==> src/design/obr_pkg.sv <==
package obr_pkg;

	localparam int MAX_BINS = 1024;
	localparam int SAMPLE_W = 16;
	localparam int WLEN_W   = 11;
	localparam int IDX_W    = 10;
	localparam int CORR_W   = SAMPLE_W + 1;
	localparam int STAT_W   = 2;
	// A window sum covers at most 2**(WLEN_W-1) samples.
	localparam int SUM_W    = SAMPLE_W + WLEN_W - 1;
	localparam int DCNT_W   = $clog2(SUM_W + 1);

	localparam logic [WLEN_W-1:0] WLEN_RESET = WLEN_W'(204);

	localparam logic KIND_LOAD = 1'b0;
	localparam logic KIND_READ = 1'b1;

	localparam logic [STAT_W-1:0] STAT_OK  = 2'd0;
	localparam logic [STAT_W-1:0] STAT_WIN = 2'd1;
	localparam logic [STAT_W-1:0] STAT_IDX = 2'd2;

	typedef logic signed [SAMPLE_W-1:0] sample_t;
	typedef logic signed [SUM_W-1:0]    wsum_t;
	typedef logic [WLEN_W-1:0]          wlen_t;

	typedef struct packed {
		logic  start;
		wsum_t dividend;
		wlen_t divisor;
	} div_req_t;

	typedef struct packed {
		logic    done;
		sample_t quotient;
	} div_rsp_t;

endpackage

==> src/design/obr_div.sv <==
module obr_div import obr_pkg::*; (
	input  logic     clk,
	input  logic     arst_n,
	input  div_req_t req,
	output div_rsp_t rsp
);

	logic              busy_q;
	logic              done_q;
	logic              neg_q;
	logic [DCNT_W-1:0] cnt_q;
	logic [WLEN_W-1:0] div_q;
	logic [WLEN_W-1:0] rem_q;
	logic [SUM_W-1:0]  quo_q;
	logic [WLEN_W:0]   trial;
	logic              fits;
	logic [SUM_W-1:0]  mag;
	logic [SUM_W-1:0]  signed_quo;

	// Restoring division on the magnitude; the dividend shifts out of quo_q
	// as the quotient bits shift in.
	assign trial = {rem_q, quo_q[SUM_W-1]};
	assign fits  = trial >= {1'b0, div_q};
	assign mag   = req.dividend[SUM_W-1] ? SUM_W'(-req.dividend) : SUM_W'(req.dividend);

	always_ff @(posedge clk or negedge arst_n) begin
		if (!arst_n) begin
			busy_q <= 1'b0;
			done_q <= 1'b0;
			cnt_q  <= '0;
		end else begin
			done_q <= 1'b0;
			if (req.start) begin
				busy_q <= 1'b1;
				cnt_q  <= DCNT_W'(SUM_W);
			end else if (busy_q) begin
				cnt_q <= cnt_q - DCNT_W'(1);
				if (cnt_q == DCNT_W'(1)) begin
					busy_q <= 1'b0;
					done_q <= 1'b1;
				end
			end
		end
	end

	always_ff @(posedge clk) begin
		if (req.start) begin
			neg_q <= req.dividend[SUM_W-1];
			div_q <= req.divisor;
			rem_q <= '0;
			quo_q <= mag;
		end else if (busy_q) begin
			rem_q <= fits ? WLEN_W'(trial - {1'b0, div_q}) : trial[WLEN_W-1:0];
			quo_q <= {quo_q[SUM_W-2:0], fits};
		end
	end

	assign signed_quo   = neg_q ? (~quo_q + SUM_W'(1)) : quo_q;
	assign rsp.done     = done_q;
	assign rsp.quotient = signed_quo[SAMPLE_W-1:0];

endmodule

==> config.mk <==
export PLATFORM = sky130hd
export DESIGN_NAME = obr_div
export DESIGN_NICKNAME = d
export VERILOG_FILES = /design/src/design/obr_pkg.sv /design/src/design/obr_div.sv
export SDC_FILE = /design/constraint.sdc
export NUM_CORES = 1
export LEC_CHECK = 0
export BUFFER_PORTS_ARGS = -buffer_cell sky130_fd_sc_hd__buf_2
export CORE_MARGIN = 2
export CORE_UTILIZATION = 25
export CTS_BUF_LIST = sky130_fd_sc_hd__clkbuf_8 sky130_fd_sc_hd__clkbuf_16
export DETAILED_ROUTE_END_ITERATION = 7
export RECOVER_POWER = 25
export SETUP_SLACK_MARGIN = 0.3
export SYNTH_ARGS = -nofsm -noshare
export SYNTH_HDL_FRONTEND = slang
export SYNTH_SLANG_ARGS = --single-unit
==> constraint.sdc <==
create_clock -name clk -period 5.2 [get_ports clk]
set_input_delay 1.04 -clock clk [delete_from_list [all_inputs] [get_ports clk]]
set_output_delay 1.04 -clock clk [all_outputs]
set_load 0.02 [all_outputs]
# Yosys cells after proc, flatten, opt, wreduce, memory -nomap -nowiden
# Index checks and enable logic that the tools add are counted.
[word_totals]
reg_bits = 56
in_bits = 40
[classes]
n_addsub = 4
n_lt_le_gt_ge = 1
n_eq_ne = 1
n_mux = 13
bitwise = 1
reduce_logical = 1
[op_table]
columns = ["operator", "count"]
rows = [
  ["26-bit two-way mux", 3],
  ["26-bit negator", 1],
  ["16-bit by 1-bit adder with 16-bit output (second input constant)", 1],
  ["16-bit two-way mux", 1],
  ["16-bit NOT", 1],
  ["12-bit by 11-bit greater-or-equal comparator with 1-bit output", 1],
  ["11-bit two-way mux", 1],
  ["11-bit subtractor", 1],
  ["5-bit two-way mux", 2],
  ["1-bit two-way mux", 6],
  ["5-bit by 1-bit == test with 1-bit output (second input constant)", 1],
  ["5-bit by 1-bit subtractor with 5-bit output (second input constant)", 1],
  ["2-bit nonzero test", 1],
]

# Longest topological paths before layout
[depth]
ltp_word = 4
ltp_mapped = 10

# Worst setup path before layout
# No wires, ideal clock.
[synth_path]
path_type = "reg-to-output"
start = "reg quo_q[2]"
end = "out rsp[15] (netlist bit)"
t_arrival_ps = 1947
path_slack_ps = 2213
path_stages_with_launch = 7
path_cell_list = "edfxtp_1 nor3_2 nand2_1 or3_1 or4_4 o31ai_1 xnor2_1"
[synth_lines]
columns = ["item", "line_no", "text"]
rows = [
  ["start, declared", "obr_div.sv:14", "logic [SUM_W-1:0] quo_q;"],
  ["start signal, assigned", "obr_div.sv:51", "quo_q <= mag;"],
  ["start signal, assigned", "obr_div.sv:54", "quo_q <= {quo_q[SUM_W-2:0], fits};"],
  ["end, declared", "obr_div.sv:5", "output div_rsp_t rsp"],
]

# Final worst setup path
[layout_path]
start = "in req[37] (netlist bit)"
end = "reg div_q[2] (enable)"
[layout_lines]
columns = ["item", "line_no", "text"]
rows = [
  ["start, declared", "obr_div.sv:4", "input div_req_t req,"],
  ["end signal, assigned", "obr_div.sv:49", "div_q <= req.divisor;"],
  ["end, declared", "obr_div.sv:12", "logic [WLEN_W-1:0] div_q;"],
]
# No word-level cell between the ends.

==> impl_metrics.env <==
export IMPL_min_path_type="reg -> reg"
export IMPL_dpl_hpwl_um=5600
export IMPL_slowest_delay_ps=1600
export IMPL_p_switching_mw=0.524
export IMPL_p_leak_nw=1.67
export IMPL_rsz0062_at_grt="false"
export IMPL_finalMaxSlewViolations=59
export IMPL_crit_path_start_kind="input port"
export IMPL_die_y_um=125
export IMPL_cts_resized_gates=0
export IMPL_final_common_cell="buf_2"
export IMPL_vias=2903
export IMPL_io_pins=57
export IMPL_syn_avg_cell_area_um2=9.56
export IMPL_drive_above_1_share_pct=17.4
export IMPL_synth_distinct_cells=53
export IMPL_timing_max_cap_violations=1
export IMPL_holdBufCountCts=0
export IMPL_fp_row_count=44
export IMPL_grt_util_all_layers_pct=9.89
export IMPL_criticalPathCategory="in -> reg"
export IMPL_clk_pin_slew_ps=80
export IMPL_antenna_found_initial=1
export IMPL_max_freq_mhz=259
export IMPL_ant_nets=0
export IMPL_cts_tree="built"
export IMPL_synth_edf_count=38
export IMPL_grt_max_degree=59
export IMPL_hold_viol_final=0
export IMPL_synth_main_ff_cell="edfxtp_1"
export IMPL_ys_warn_count=0
export IMPL_irDropWorstVdd_uv=153
export IMPL_r2r_start="div_q[0]"
export IMPL_fill_cells=1526
export IMPL_cp_slowest_cell="clkbuf_1"
export IMPL_grt_pass1_wl_um=12900
export IMPL_drc=0
export IMPL_cts_buffers=5
export IMPL_critPathRequiredTime_ps=5110
export IMPL_core_um2=14400
export IMPL_cp_arrival_ps=3770
export IMPL_status="finished with violations"
export IMPL_die_area_um2=15600
export IMPL_fin_crit_sh_pct=74.2
export IMPL_endpoint_kind="flip-flop"
export IMPL_rr_endpoint="rem_q[0]"
export IMPL_p_clk_share_pct=22.4
export IMPL_fin_crit_ps=3860
export IMPL_avgViaCountPerCell=4.72
export IMPL_synthCells=382
export IMPL_crit_end="div_q[2]"
export IMPL_p_comb_share_pct=37.1
export IMPL_reg2reg_depth=8
export IMPL_ys_seq_area_share_pct=42.1
export IMPL_critPathBufInv=2
export IMPL_async_reset_ff_share_pct=12.5
export IMPL_path_delay_family="buffers and inverters"
export IMPL_place_congestion=0.838
export IMPL_worstMarginPinSlew_ps=2290
export IMPL_layout_area_overhead_vs_synth_pct=16.0
export IMPL_root_buffer="clkbuf_16"
export IMPL_ys_ff_latch=56
export IMPL_max_slew_margin_rel_pct=-52.7
export IMPL_drt_wl_total_um=7750
export IMPL_synth_nets=438
export IMPL_violations="max-capacitance violations, max-slew violations"
export IMPL_fin_skew_ps=10.6
export IMPL_clk_path_buf_depth=2
export IMPL_crit_start="req[37]"
export IMPL_initial_core_util_pct=25.3
export IMPL_final_cell_mix="buf_2 (51), nor2_1 (45), edfxtp_1 (38), a21oi_1 (30), xnor2_1 (24)"
export IMPL_finalSetupTns_ps=0
export IMPL_cts_sinks=56
export IMPL_grt_pass1_vias=2766
export IMPL_seqPwrFrac_pct=40.5
export IMPL_die_x_um=125
export IMPL_utilization_pct=29.4
export IMPL_netlist_area_um2=3650
export IMPL_firstDrtPassIters=4
export IMPL_portBuffers=56
export IMPL_stdcell_count=615
export IMPL_cp_max_fo=58
export IMPL_crit_chain="clkbuf_1 -> clkbuf_1"
export IMPL_power_density_nw_per_um2=355
export IMPL_crit_top_cell="clkbuf_1"
export IMPL_intPower_mw=0.981
export IMPL_finalSetupViolations=0
export IMPL_netSwitchingFraction_pct=34.8
export IMPL_routedWlPerCell_um=12.6
export IMPL_r2r_setup_slack_ps=2300
export IMPL_fin_nets=485
export IMPL_cts_htree_levels=2
export IMPL_post_cts_buffers=0
export IMPL_dp_cells=606
export IMPL_overflow=0
export IMPL_drt_first_iter_violations=205
export IMPL_clkLatencyLatePin_ps=300
export IMPL_path_depth=2
==> registers in the layout, summed over array words and instances, names as in the netlist <==
name	flops
busy_q	1
quo_q	26
done_q	1
neg_q	1
rem_q	11
div_q	11
cnt_q	5
==> layer usage <==
metal	track usage [%]	share of wire, %	vias to the layer above
met4	4.38	3.0	0
met1	12.7	46	1367
met5	0	0	-
met2	16.4	47	52
met3	1.55	3.0	16
li1	-	-	1468
==> worst register-to-register path, cell delays in order, from the launching register on <==
cell and delay (ps):
edfxtp_1 390, ha_1 240, fa_1 410, nor2b_1 170, o31a_1 200, o21ai_2 140, o21ai_2 620, mux2_2 410
a211oi_1 220
==> power groups by stage <==
stage	Clock, mW	Sequential, mW	Combinational, mW
5_1_grt	0.367	0.621	0.628
4_1_cts	0.350	0.609	0.562
2_1_floorplan	0	0.602	0.444
6_report	0.337	0.610	0.558
3_5_place_dp	0	0.619	0.558
3_3_place_gp	0	0.616	0.550
==> synthesized netlist by cell type (all sizes together), types with 3 or more instances <==
cell     n  area share (%)
or4b     3            0.82
o31ai   11             2.3
nand3    3            0.41
buf      7             1.1
xor2    22             5.3
or4      8             2.0
a211oi   8             1.6
nor2    45             4.6
nand2   22             2.3
o41ai    5             1.6
a21oi   30             4.1
edfxtp  38              31
dfxtp   11             6.0
nand2b  14             2.6
mux2i    7             1.9
inv     22             2.3
nor3     8             1.4
clkbuf  11             1.1
ha      15             5.1
o21ai   23             3.4
nor2b    3            0.51
xnor2   24             5.8
nand3b   3            0.62
o211ai   3            0.62
dfrtp    7             4.8
==> final cells by class <==
class	instances	area, um2	share of cell area (%)
Multi-Input combinational cell	286	1950	46.1
Tap cell	184	230	5.44
Clock buffer	5	125	2.95
Sequential cell	56	1540	36.3
Timing Repair Buffer	58	285	6.74
Clock inverter	3	20.0	0.473
Inverter	22	82.6	1.95
Antenna cell	1	2.50	0.0591
==> cell families (layout without fill, tap and decap cells) <==
kind of cell,count (synthesis),count (layout),synth area share [%]
buffers and inverters,40,88,4.45
AO/OA/AOI/OAI,92,92,16.2
other,0,1,0
AND/OR/NAND/NOR,124,124,18.4
XOR/XNOR,46,46,11.0
adder cells (fa/ha/maj),16,16,5.69
multiplexers,8,8,2.23
flip-flops,56,56,42.1
==> worst min path at each step <==
stage,start,end,slack [ps],cells past startpoint
after floorplan,rem_q[10],rem_q[10],460,2
after global placement,rem_q[10],rem_q[10],480,2
after detailed placement,rem_q[10],rem_q[10],490,2
after CTS,rem_q[10],rem_q[10],500,2
after global routing,rem_q[4],rem_q[4],520,2
final,rem_q[10],rem_q[10],490,2
==> per-stage QoR <==
step,worst slack (ps),instance area [um2],power (mW),hold WS [ps]
after CTS,1620,4240,1.52,504
after global placement,1980,4100,1.17,476
after global routing,1060,4240,1.62,517
after floorplan,2210,3650,1.05,461
after detailed placement,1960,4100,1.18,491
final,1340,4240,1.50,495
No activity file was read; power rests on OpenSTA's default activity.
